File: config.mk
export PLATFORM = sky130hd
export DESIGN_NAME = headset_jack_detect_debounce_top
export DESIGN_NICKNAME = d
export VERILOG_FILES = /design/src/hdl/hjd_pkg.sv /design/src/hdl/hjd_timer.sv /design/src/hdl/hjd_core.sv /design/src/hdl/headset_jack_detect_debounce_top.sv
export SDC_FILE = /design/constraint.sdc
export NUM_CORES = 1
export LEC_CHECK = 0
export BUFFER_PORTS_ARGS = -buffer_cell sky130_fd_sc_hd__buf_2
export CORE_ASPECT_RATIO = 1.5
export CORE_UTILIZATION = 44
export CTS_CLUSTER_SIZE = 40
export DETAILED_ROUTE_END_ITERATION = 6
export HOLD_SLACK_MARGIN = 0.1
export SYNTH_ARGS = -nofsm -noshare
export SYNTH_HDL_FRONTEND = slang
export SYNTH_HIERARCHICAL = 1
export SYNTH_SLANG_ARGS = --single-unit
File: constraint.sdc
create_clock -name i_clk -period 4.55 [get_ports i_clk]
set_input_delay 0.2275 -clock i_clk [delete_from_list [all_inputs] [get_ports i_clk]]
set_output_delay 0.2275 -clock i_clk [all_outputs]
set_load 0.05 [all_outputs]
File: src/hdl/hjd_pkg.sv
// Shared types and constants for the headset jack detect and button debounce block.
package hjd_pkg;

    localparam int CFG_W       = 16;
    localparam int CFG_IDX_W   = 2;
    localparam int TIMER_BITS_DEF = 16;

    localparam logic [CFG_W-1:0] INSERT_TICKS_RST = 16'd100;
    localparam logic [CFG_W-1:0] REMOVE_TICKS_RST = 16'd20;
    localparam logic [CFG_W-1:0] BUTTON_TICKS_RST = 16'd10;

    // register indexes
    localparam logic [CFG_IDX_W-1:0] REG_INSERT = 2'd0;
    localparam logic [CFG_IDX_W-1:0] REG_REMOVE = 2'd1;
    localparam logic [CFG_IDX_W-1:0] REG_BUTTON = 2'd2;

    // jack kind codes
    localparam logic [1:0] JACK_NONE  = 2'd0;
    localparam logic [1:0] JACK_MIC   = 2'd1;
    localparam logic [1:0] JACK_NOMIC = 2'd2;

    typedef struct packed {
        logic       key_changed;
        logic       key_down;
        logic [1:0] jack_kind;
    } t_result;

endpackage

File: src/hdl/hjd_timer.sv
// Debounce countdown timer: load on restart, count down one per tick, flag expiry.
module hjd_timer #(
    parameter int TIMER_BITS = hjd_pkg::TIMER_BITS_DEF,
    parameter bit RUN_INIT   = 1'b0
) (
    input  logic                     i_clk,
    input  logic                     i_rst_n,
    input  logic                     i_restart,
    input  logic                     i_tick,
    input  logic [hjd_pkg::CFG_W-1:0] i_len,
    output logic                     o_expire
);
    import hjd_pkg::*;

    localparam int LW = (TIMER_BITS > CFG_W) ? TIMER_BITS : CFG_W;

    logic [TIMER_BITS-1:0] r_count, n_count;
    logic                  r_run, n_run;
    logic [LW-1:0]         len_ext;
    logic [LW-1:0]         max_ext;
    logic [TIMER_BITS-1:0] len_c;
    logic                  at_end;

    // saturate the length to what the counter holds
    assign len_ext = LW'(i_len);
    assign max_ext = LW'({TIMER_BITS{1'b1}});
    assign len_c   = (len_ext > max_ext) ? max_ext[TIMER_BITS-1:0] : len_ext[TIMER_BITS-1:0];

    assign at_end   = (r_count <= TIMER_BITS'(1));
    assign o_expire = i_tick && r_run && at_end;

    always_comb begin
        n_count = r_count;
        n_run   = r_run;
        if (i_restart) begin
            n_count = len_c;
            n_run   = 1'b1;
        end else if (i_tick && r_run) begin
            if (at_end) begin
                n_count = '0;
                n_run   = 1'b0;
            end else begin
                n_count = r_count - TIMER_BITS'(1);
            end
        end
    end

    always_ff @(posedge i_clk) begin
        if (!i_rst_n) begin
            r_count <= '0;
            r_run   <= RUN_INIT;
        end else begin
            r_count <= n_count;
            r_run   <= n_run;
        end
    end

`ifndef SYNTH
    a_idle_zero: assert property (@(posedge i_clk) disable iff (!i_rst_n)
        !r_run |-> (r_count == '0))
        else $error("idle timer holds a nonzero count");
    a_expire_stops: assert property (@(posedge i_clk) disable iff (!i_rst_n)
        (o_expire && !i_restart) |=> !r_run)
        else $error("timer still running after expiry");
    a_restart_runs: assert property (@(posedge i_clk) disable iff (!i_rst_n)
        i_restart |=> r_run)
        else $error("timer not running after restart");
`endif

endmodule

File: src/hdl/hjd_core.sv
// Jack and key state machine with detect and button debounce timers.
module hjd_core #(
    parameter int TIMER_BITS = hjd_pkg::TIMER_BITS_DEF
) (
    input  logic                      i_clk,
    input  logic                      i_rst_n,
    input  logic                      i_accept,
    input  logic                      i_detect,
    input  logic                      i_button,
    input  logic [hjd_pkg::CFG_W-1:0] i_insert_len,
    input  logic [hjd_pkg::CFG_W-1:0] i_remove_len,
    input  logic [hjd_pkg::CFG_W-1:0] i_button_len,
    output hjd_pkg::t_result          o_result
);
    import hjd_pkg::*;

    logic [1:0] r_jack, n_jack;
    logic       r_key_held, n_key_held;
    logic       r_ignore, n_ignore;
    logic       r_prev_detect;
    logic       r_prev_button;

    logic       det_change, det_exp;
    logic       btn_change, btn_exp;
    logic       changed;
    logic [1:0] jack_mid;
    logic       key_mid, ign_mid;
    logic [CFG_W-1:0] det_len;

    assign det_change = (i_detect != r_prev_detect);
    assign det_len    = (r_jack == JACK_NONE) ? i_insert_len : i_remove_len;

    hjd_timer #(.TIMER_BITS(TIMER_BITS), .RUN_INIT(1'b1)) u_det_timer (
        .i_clk     (i_clk),
        .i_rst_n   (i_rst_n),
        .i_restart (i_accept && det_change),
        .i_tick    (i_accept && !det_change),
        .i_len     (det_len),
        .o_expire  (det_exp)
    );

    // detect expiry handling
    always_comb begin
        jack_mid = r_jack;
        key_mid  = r_key_held;
        ign_mid  = r_ignore;
        if (det_exp) begin
            if (!i_detect) begin
                if (r_jack != JACK_NONE) begin
                    jack_mid = JACK_NONE;
                    key_mid  = 1'b0;
                end
            end else if (r_jack == JACK_NONE) begin
                ign_mid  = !i_button;
                jack_mid = i_button ? JACK_MIC : JACK_NOMIC;
            end
        end
    end

    // button change is checked against the jack state after detect handling
    assign btn_change = (jack_mid != JACK_NONE) && (i_button != r_prev_button);

    hjd_timer #(.TIMER_BITS(TIMER_BITS), .RUN_INIT(1'b0)) u_btn_timer (
        .i_clk     (i_clk),
        .i_rst_n   (i_rst_n),
        .i_restart (i_accept && btn_change),
        .i_tick    (i_accept && !btn_change),
        .i_len     (i_button_len),
        .o_expire  (btn_exp)
    );

    always_comb begin
        n_jack     = jack_mid;
        n_key_held = key_mid;
        n_ignore   = ign_mid;
        if (btn_exp && (jack_mid == JACK_MIC) && i_detect) begin
            if (i_button) begin
                if (ign_mid) begin
                    n_ignore = 1'b0;     // first release after insert is swallowed
                end else begin
                    n_key_held = 1'b0;
                end
            end else if (!ign_mid) begin
                n_key_held = 1'b1;
            end
        end
    end

    assign changed = (n_key_held != r_key_held);

    assign o_result.jack_kind   = n_jack;
    assign o_result.key_down    = n_key_held;
    assign o_result.key_changed = changed;

    always_ff @(posedge i_clk) begin
        if (!i_rst_n) begin
            r_jack        <= JACK_NONE;
            r_key_held    <= 1'b0;
            r_ignore      <= 1'b0;
            r_prev_detect <= 1'b0;
            r_prev_button <= 1'b1;
        end else if (i_accept) begin
            r_jack        <= n_jack;
            r_key_held    <= n_key_held;
            r_ignore      <= n_ignore;
            r_prev_detect <= i_detect;
            r_prev_button <= i_button;
        end
    end

`ifndef SYNTH
    a_key_needs_mic: assert property (@(posedge i_clk) disable iff (!i_rst_n)
        r_key_held |-> (r_jack == JACK_MIC))
        else $error("key held without a mic headset");
    a_idle_holds: assert property (@(posedge i_clk) disable iff (!i_rst_n)
        !i_accept |=> ($stable(r_jack) && $stable(r_key_held)))
        else $error("state moved without a transaction");
    a_insert_needs_pin: assert property (@(posedge i_clk) disable iff (!i_rst_n)
        (i_accept && (r_jack == JACK_NONE) && !i_detect) |=> (r_jack == JACK_NONE))
        else $error("jack inserted with detect pin low");
`endif

endmodule

File: src/hdl/headset_jack_detect_debounce_top.sv
// Top level: config registers, stream handshake and result register.
//
// Headset jack detect with button debounce.
// Input stream (s_axis): one transaction per tick, tdata[0] = detect pin,
//   tdata[1] = button pin. Output stream (m_axis): exactly one result per
//   input transaction, tdata[1:0] = jack kind, [2] = key down, [3] = key
//   changed on this tick.
// The result is in the output register in the cycle after the input transaction.
//   Throughput: one transaction per cycle unless a result stalls on m_axis_tready;
//   only the two timer counters and a few flags are updated per tick.
// Stall: s_axis_tready follows the output register; while a result waits
//   for m_axis_tready, the next input is taken in the same cycle the result
//   leaves, so no bubble appears.
// Reset (i_rst_n low, synchronous): debounce lengths return to 100/20/10
//   ticks, no jack, key released, and the detect timer is armed to expire on
//   the first tick so the pin is evaluated at once.
// Config: i_cfg_we writes i_cfg_wdata to register i_cfg_index
//   (0 insert, 1 remove, 2 button debounce ticks); write only while idle.
module headset_jack_detect_debounce_top #(
    parameter int TIMER_BITS = hjd_pkg::TIMER_BITS_DEF
) (
    input  logic                          i_clk,
    input  logic                          i_rst_n,
    input  logic                          i_cfg_we,
    input  logic [hjd_pkg::CFG_IDX_W-1:0] i_cfg_index,
    input  logic [hjd_pkg::CFG_W-1:0]     i_cfg_wdata,
    input  logic                          s_axis_tvalid,
    output logic                          s_axis_tready,
    input  logic [7:0]                    s_axis_tdata,   // [0] detect_pin, [1] button_pin
    output logic                          m_axis_tvalid,
    input  logic                          m_axis_tready,
    output logic [7:0]                    m_axis_tdata    // [1:0] jack_kind, [2] key_down,
                                                          // [3] key_changed
);
    import hjd_pkg::*;

    logic [CFG_W-1:0] r_insert_len, r_remove_len, r_button_len;
    logic             r_out_valid;
    t_result          r_out;
    t_result          core_result;
    logic             in_accept;

    // output register is free when empty or being drained this cycle
    assign s_axis_tready = !r_out_valid || m_axis_tready;
    assign in_accept     = s_axis_tvalid && s_axis_tready;

    always_ff @(posedge i_clk) begin
        if (!i_rst_n) begin
            r_insert_len <= INSERT_TICKS_RST;
            r_remove_len <= REMOVE_TICKS_RST;
            r_button_len <= BUTTON_TICKS_RST;
        end else if (i_cfg_we) begin
            case (i_cfg_index)
                REG_INSERT: r_insert_len <= i_cfg_wdata;
                REG_REMOVE: r_remove_len <= i_cfg_wdata;
                REG_BUTTON: r_button_len <= i_cfg_wdata;
                default: ;  // unmapped index, ignored
            endcase
        end
    end

    hjd_core #(.TIMER_BITS(TIMER_BITS)) u_core (
        .i_clk        (i_clk),
        .i_rst_n      (i_rst_n),
        .i_accept     (in_accept),
        .i_detect     (s_axis_tdata[0]),
        .i_button     (s_axis_tdata[1]),
        .i_insert_len (r_insert_len),
        .i_remove_len (r_remove_len),
        .i_button_len (r_button_len),
        .o_result     (core_result)
    );

    always_ff @(posedge i_clk) begin
        if (!i_rst_n) begin
            r_out_valid <= 1'b0;
        end else if (in_accept) begin
            r_out_valid <= 1'b1;
        end else if (m_axis_tready) begin
            r_out_valid <= 1'b0;
        end
    end

    // payload, no reset needed
    always_ff @(posedge i_clk) begin
        if (in_accept) begin
            r_out <= core_result;
        end
    end

    assign m_axis_tvalid = r_out_valid;
    assign m_axis_tdata  = {4'b0000, r_out};

`ifndef SYNTH
    a_accept_fills: assert property (@(posedge i_clk) disable iff (!i_rst_n)
        in_accept |=> r_out_valid)
        else $error("accepted transaction produced no result");
    a_stall_blocks: assert property (@(posedge i_clk) disable iff (!i_rst_n)
        (r_out_valid && !m_axis_tready) |-> !s_axis_tready)
        else $error("input taken while result stalled");
    a_drain_empties: assert property (@(posedge i_clk) disable iff (!i_rst_n)
        (r_out_valid && m_axis_tready && !in_accept) |=> !r_out_valid)
        else $error("result repeated after being taken");
`endif

endmodule
==> results of run 1 <==
[worst min-delay path by stage]
stage,start,endpoint,slack [ns]
floorplan,i_rst_n,u_core/r_prev_button,0.30
global placement,r_insert_len[7],r_insert_len[7],0.44
detailed placement,r_insert_len[9],r_insert_len[9],0.45
CTS,s_axis_tvalid,m_axis_tvalid,0.11
global route,s_axis_tvalid,m_axis_tvalid,0.12
finish,s_axis_tvalid,m_axis_tvalid,0.12
[per-stage QoR]
stage	total power (µW)	cells	hold WS [ns]	area, µm²	setup slack [ns]
floorplan	1340	548	0.304	4980	0.0907
global placement	1430	696	0.439	5110	0.831
detailed placement	1440	696	0.450	5110	0.787
CTS	2200	711	0.115	5410	0.754
global route	2290	711	0.124	5410	0.499
finish	2190	711	0.120	5410	0.709
[synthesized netlist by cell type, drive strengths merged (4+ instances only)]
cell type  instances  area share
xnor2              7       0.012
o31ai              5      0.0076
and2              11       0.014
o211ai             7       0.013
nand2             98       0.074
nand2b             4      0.0050
inv               17       0.013
nor2              28       0.022
or4                4      0.0068
nor3b              4      0.0091
nand3              9       0.010
nor2b              6      0.0076
mux2              16       0.036
nor4              10       0.019
o221ai             5      0.0088
or3                4      0.0061
xor2               7       0.012
clkbuf            13      0.0098
a31oi              4      0.0050
mux2i             48       0.097
nand3b             5       0.013
o21a              10       0.015
o21ai             24       0.029
ha                 4       0.010
nand4              7       0.010
a21oi             18       0.019
dfxtp             89        0.36
nor3              12       0.017
buf               23       0.041
edfxtp             4       0.024
[power by group through the flow]
stage	clock network, µW	registers [µW]	logic [µW]
6_report	763	925	499
3_5_place_dp	0	942	495
3_3_place_gp	0	938	489
5_1_grt	810	931	544
4_1_cts	777	924	497
2_1_floorplan	0	943	399
[critical path, delay by kind of cell, from the launching register on]
kind,cells,cell delay [ns]
xor+xnor,1,0.07
flops,1,0.36
compound gates,2,0.25
simple gates,10,2.88
[layout make-up]
type                    count  area, µm²
flip-flops and latches     93       1900
clock buffers              11        253
clock inverters             4       47.5
repair buffers             37        203
inverters                  17       63.8
well taps                 147        184
multi-input cells         402       2760
fillers                  1063       5590
[cell families (layout without fill, tap and decap cells)]
family                   Yosys count  in the layout  share of synthesized area
AND/OR/NAND/NOR                  224            224                      0.253
other                              1              4                   0.000756
AO/OA/AOI/OAI                     92             92                      0.131
multiplexers                      64             64                      0.133
flip-flops                        93             93                      0.383
adder cells (fa/ha/maj)            4              4                     0.0101
buffers and inverters             53             69                     0.0635
XOR/XNOR                          14             14                     0.0247
[registers in the layout, indices dropped and copies added, names as in the netlist, 2 cells and up]
signal and count:
r_button_len 16, r_insert_len 16, r_remove_len 16, u_core/u_btn_timer/r_count 16, u_core/u_det_timer/r_count 16, m_axis_tdata 4, u_core/r_jack 2
[layer usage]
metal / vias to the layer above / GRT usage / wire length, µm
li1: 1957 / - / -
met1: 1857 / 0.237 / 4620
met2: 67 / 0.335 / 5700
met3: 33 / 0.0301 / 225
met4: 0 / 0.116 / 428
met5: - / 0 / 0
==> impl_metrics.ini, run 1 <==
[detailed_routing]
ant_nets = 0
wl_um = 11000
drt-vias-per-instance = 5.50
drc_errors = 0
via_count = 3914
wire_per_inst_um = 15.4
drtIter0Drc = 189
firstDrtPassIters = 4

[sta]
fin_crit_ns = 3.84
drv_slew = 0
timing.slew.headroom = 0.297
tns_ns = 0
tightestPinTransition_ns = 1.05
timing.fmax_mhz = 260
setup_viol_count_final = 0
finalHoldViolCount = 0
clock_skew_ns = 0.00592
rsz0062_at_grt = false
fin_crit_sh = 0.844

[layout]
area_growth_pct = 9.05
nNetsFinal = 595
final_cell_mix = nand2_1, dfxtp_1, mux2i_1
layout_commonest_cell = nand2_1
layout-drive-gt1-share = 0.181
insertedDiodeCount = 0
utilization = 0.492

[floorplan]
die-area_um2 = 11700
die_x_um = 88.7
core_um2 = 11000
initial_utilization = 0.451
ioPinCount = 41
rows = 47
die_h_um = 132

[pwr]
vdd_ir_drop_max_v = 0.000177
power_density_nw_per_um2 = 404
p_leak_uw = 0.00227
power_frac_clock = 0.349
intPower_uw = 1510
sequentialPowerShare = 0.423
share_comb_of_total_power = 0.228
swShare = 0.307
p_switching_uw = 672

[critical_path]
cpMaxStageDelayCell = nor2_1
critPathKind = register to register
crit_path_start = u_core/u_det_timer/r_count[8]
setup.worst_path.start_class = register
end_kind = register
regToRegSetupSlack_ns = 0.71
rr_worst_depth = 13
path_max_fanout = 8
critical_path.endpoint = m_axis_tdata[3]
timing.rr.end = m_axis_tdata[3]
worstPathCellList = nor4_2 > nand4_1 > nor2_1 > and2b_1 > a21oi_1 > o21ai_1 > and2_1 > nand2_1 > nor2_1 > nand3b_1 > or4b_4 > nand4_2 > xor2_1
arrival_ns = 3.93
path_common_cell = nor2_1
critPathRequiredTime_ns = 4.64
critPathMaxStageDelay_ns = 0.53
reg2reg_from = u_core/u_det_timer/r_count[8]

[synth]
synthArstFlopShare = 0
synth_area_per_cell_um2 = 9.11
ys_seq_area_frac = 0.383
ys_seq_elements = 93
synth-edff-count = 4
syn_inst = 545
synth_cell_types = 80
syn_area_um2 = 4960
yosysWarningCount = 6
synth_ff_type = dfxtp_1

[clock_tree]
clockBufferDepth = 2
cts_max_level = 3
clk_pin_slew_ns = 0.06
root_buffer = clkbuf_16
postCtsSetupBuffers = 0
clkLatencyLatePin_ns = 0.35
cts.sinks = 93
cts_hold_buf = 0
ctsResizeCount = 0
cts_inserted_buffers = 9
cts_tree = done

[grt]
grt_max_degree = 52
antenna_found_initial = 0
gr-total-overflow = 0
grt_first_pass_wirelength_um = 18100
grt_pass1_vias = 3765
track_usage = 0.200

[placed_design]
dp.final_hpwl_um = 8080
portBuffers = 30
place_congestion = 0.834

[min_path]
worstHoldPathCells = 3
worst_hold_path_type = primary input to register

[run]
drv_cap = 0

[run_status]
run_status = completed
Power figures use the tool's default switching activity.
==> inputs of run 2 (changes only) <==
==> constraint.sdc (replaced) <==
create_clock -name i_clk -period 3.3 [get_ports i_clk]
set_input_delay 0.165 -clock i_clk [delete_from_list [all_inputs] [get_ports i_clk]]
set_output_delay 0.165 -clock i_clk [all_outputs]
set_load 0.05 [all_outputs]
==> impl_metrics.ini, run 2 (same netlist as run 1, synthesis figures left out) <==
[placed_design]
portBuffers = 30
dp.final_hpwl_um = 8360
place_congestion = 0.869
dpl.cell_count = 704
dp_slack_ns = 0.00828

[detailed_routing]
firstDrtPassIters = 4
wire_per_inst_um = 15.6
drtIter0Drc = 163
drt-vias-per-instance = 5.51
wl_um = 11300
drc_errors = 0
ant_nets = 0
via_count = 3985

[sta]
drv_slew = 0
timing.fmax_mhz = 319
clock_skew_ns = 0.00672
rsz0062_at_grt = false
fin_crit_ns = 3.14
fin_crit_sh = 0.950
tightestPinTransition_ns = 0.807
timing.slew.headroom = 0.462
fin_ws_ns = 0.165
setup_viol_count_final = 0
finalHoldViolCount = 0

[critical_path]
setup.worst_path.start_class = register
end_kind = register
path_max_fanout = 4
critPathRequiredTime_ns = 3.38
rr_worst_depth = 16
arrival_ns = 3.22
critPathKind = register to register

[pwr]
power_density_nw_per_um2 = 560
power_frac_clock = 0.349
swShare = 0.305
share_comb_of_total_power = 0.245
p_leak_uw = 0.00235
sequentialPowerShare = 0.406
intPower_uw = 2180
vdd_ir_drop_max_v = 0.000247
p_switching_uw = 958

[floorplan]
core_um2 = 11000
die-area_um2 = 11700
rows = 47
die_x_um = 88.7
die_h_um = 132
initial_utilization = 0.451
ioPinCount = 41

[clock_tree]
cts.sinks = 93
cts_inserted_buffers = 9
clockBufferDepth = 2
cts_max_level = 3
cts_tree = done
root_buffer = clkbuf_16
clkLatencyLatePin_ns = 0.34
clk_pin_slew_ns = 0.06

[min_path]
worstHoldPathCells = 3
worst_hold_path_type = primary input to register

[layout]
utilization = 0.510
layout_commonest_cell = nand2_1
final_cell_mix = nand2_1, dfxtp_1, mux2i_1
layout-drive-gt1-share = 0.215
insertedDiodeCount = 0
instances_no_fill = 723
area_growth_pct = 13.0
nNetsFinal = 606

[grt]
track_usage = 0.206
gr-total-overflow = 0
grt_max_degree = 60
grt_pass1_vias = 4145
antenna_found_initial = 0
grt_first_pass_wirelength_um = 18900

[run]
drv_cap = 0

[run_status]
run_status = completed
run 2: what timing repair did:
action | in CTS | in global routing
buffers inserted | 0 | 1
hold buffers | 2 | 0
pin swaps | 2 | 2
resized for setup | 0 | 3
endpoints found under the setup margin | 1 | 14
endpoints found under the hold margin | 1 | 0
run 2: power by group through the flow:
stage / logic (µW) / registers (µW) / clock network [µW]
6_report: 768 / 1280 / 1090
3_3_place_gp: 741 / 1290 / 0
2_1_floorplan: 570 / 1300 / 0
3_5_place_dp: 753 / 1300 / 0
5_1_grt: 837 / 1290 / 1170
4_1_cts: 757 / 1270 / 1120
run 2: final timing paths:
check,start,endpoint,slack (ns)
worst min-delay path,i_cfg_wdata[2],r_button_len[2],0.11
worst max register to register,u_core/u_det_timer/r_count[1],m_axis_tdata[3],0.16
worst min register to register,r_button_len[4],r_button_len[4],0.46
worst max-delay path,u_core/u_det_timer/r_count[1],m_axis_tdata[3],0.16
run 2: layout make-up:
type | count | area, µm²
Fill cell | 1077 | 5390
Multi-Input combinational cell | 402 | 2830
Sequential cell | 93 | 1910
Timing Repair Buffer | 48 | 303
Clock buffer | 10 | 229
Tap cell | 147 | 184
Clock inverter | 6 | 86.3
Inverter | 17 | 68.8
run 2: critical path: stages, from the launching register on:
cell and delay (ns):
dfxtp_1 0.34, inv_1 0.09, ha_1 0.19, nor2_1 0.07, nor3_2 0.16, nand4_1 0.22
nor2_4 0.22, and2b_1 0.19, a21oi_2 0.06, o21ai_2 0.15, and2_4 0.16, nand2_2 0.07
nor2_4 0.10, nand3b_1 0.11, or4b_4 0.55, nand4_4 0.12, xor2_1 0.07
run 2: stage by stage:
step / power [µW] / hold WS [ns] / area, µm² / setup TNS [ns]
2_1_floorplan: 1870 / 0.241 / 5060 / -0.0634
3_3_place_gp: 2030 / 0.402 / 5250 / 0
3_5_place_dp: 2050 / 0.408 / 5250 / 0
4_1_cts: 3150 / 0.102 / 5580 / 0
5_1_grt: 3290 / 0.120 / 5610 / 0
6_report: 3140 / 0.113 / 5610 / 0
run 2: per-layer routing:
layer,GRT usage,share of wire,up-vias
met5,0,0,-
met4,0.105,0.027,0
met3,0.0351,0.027,24
met2,0.368,0.54,76
met1,0.226,0.41,1908
li1,-,-,1977
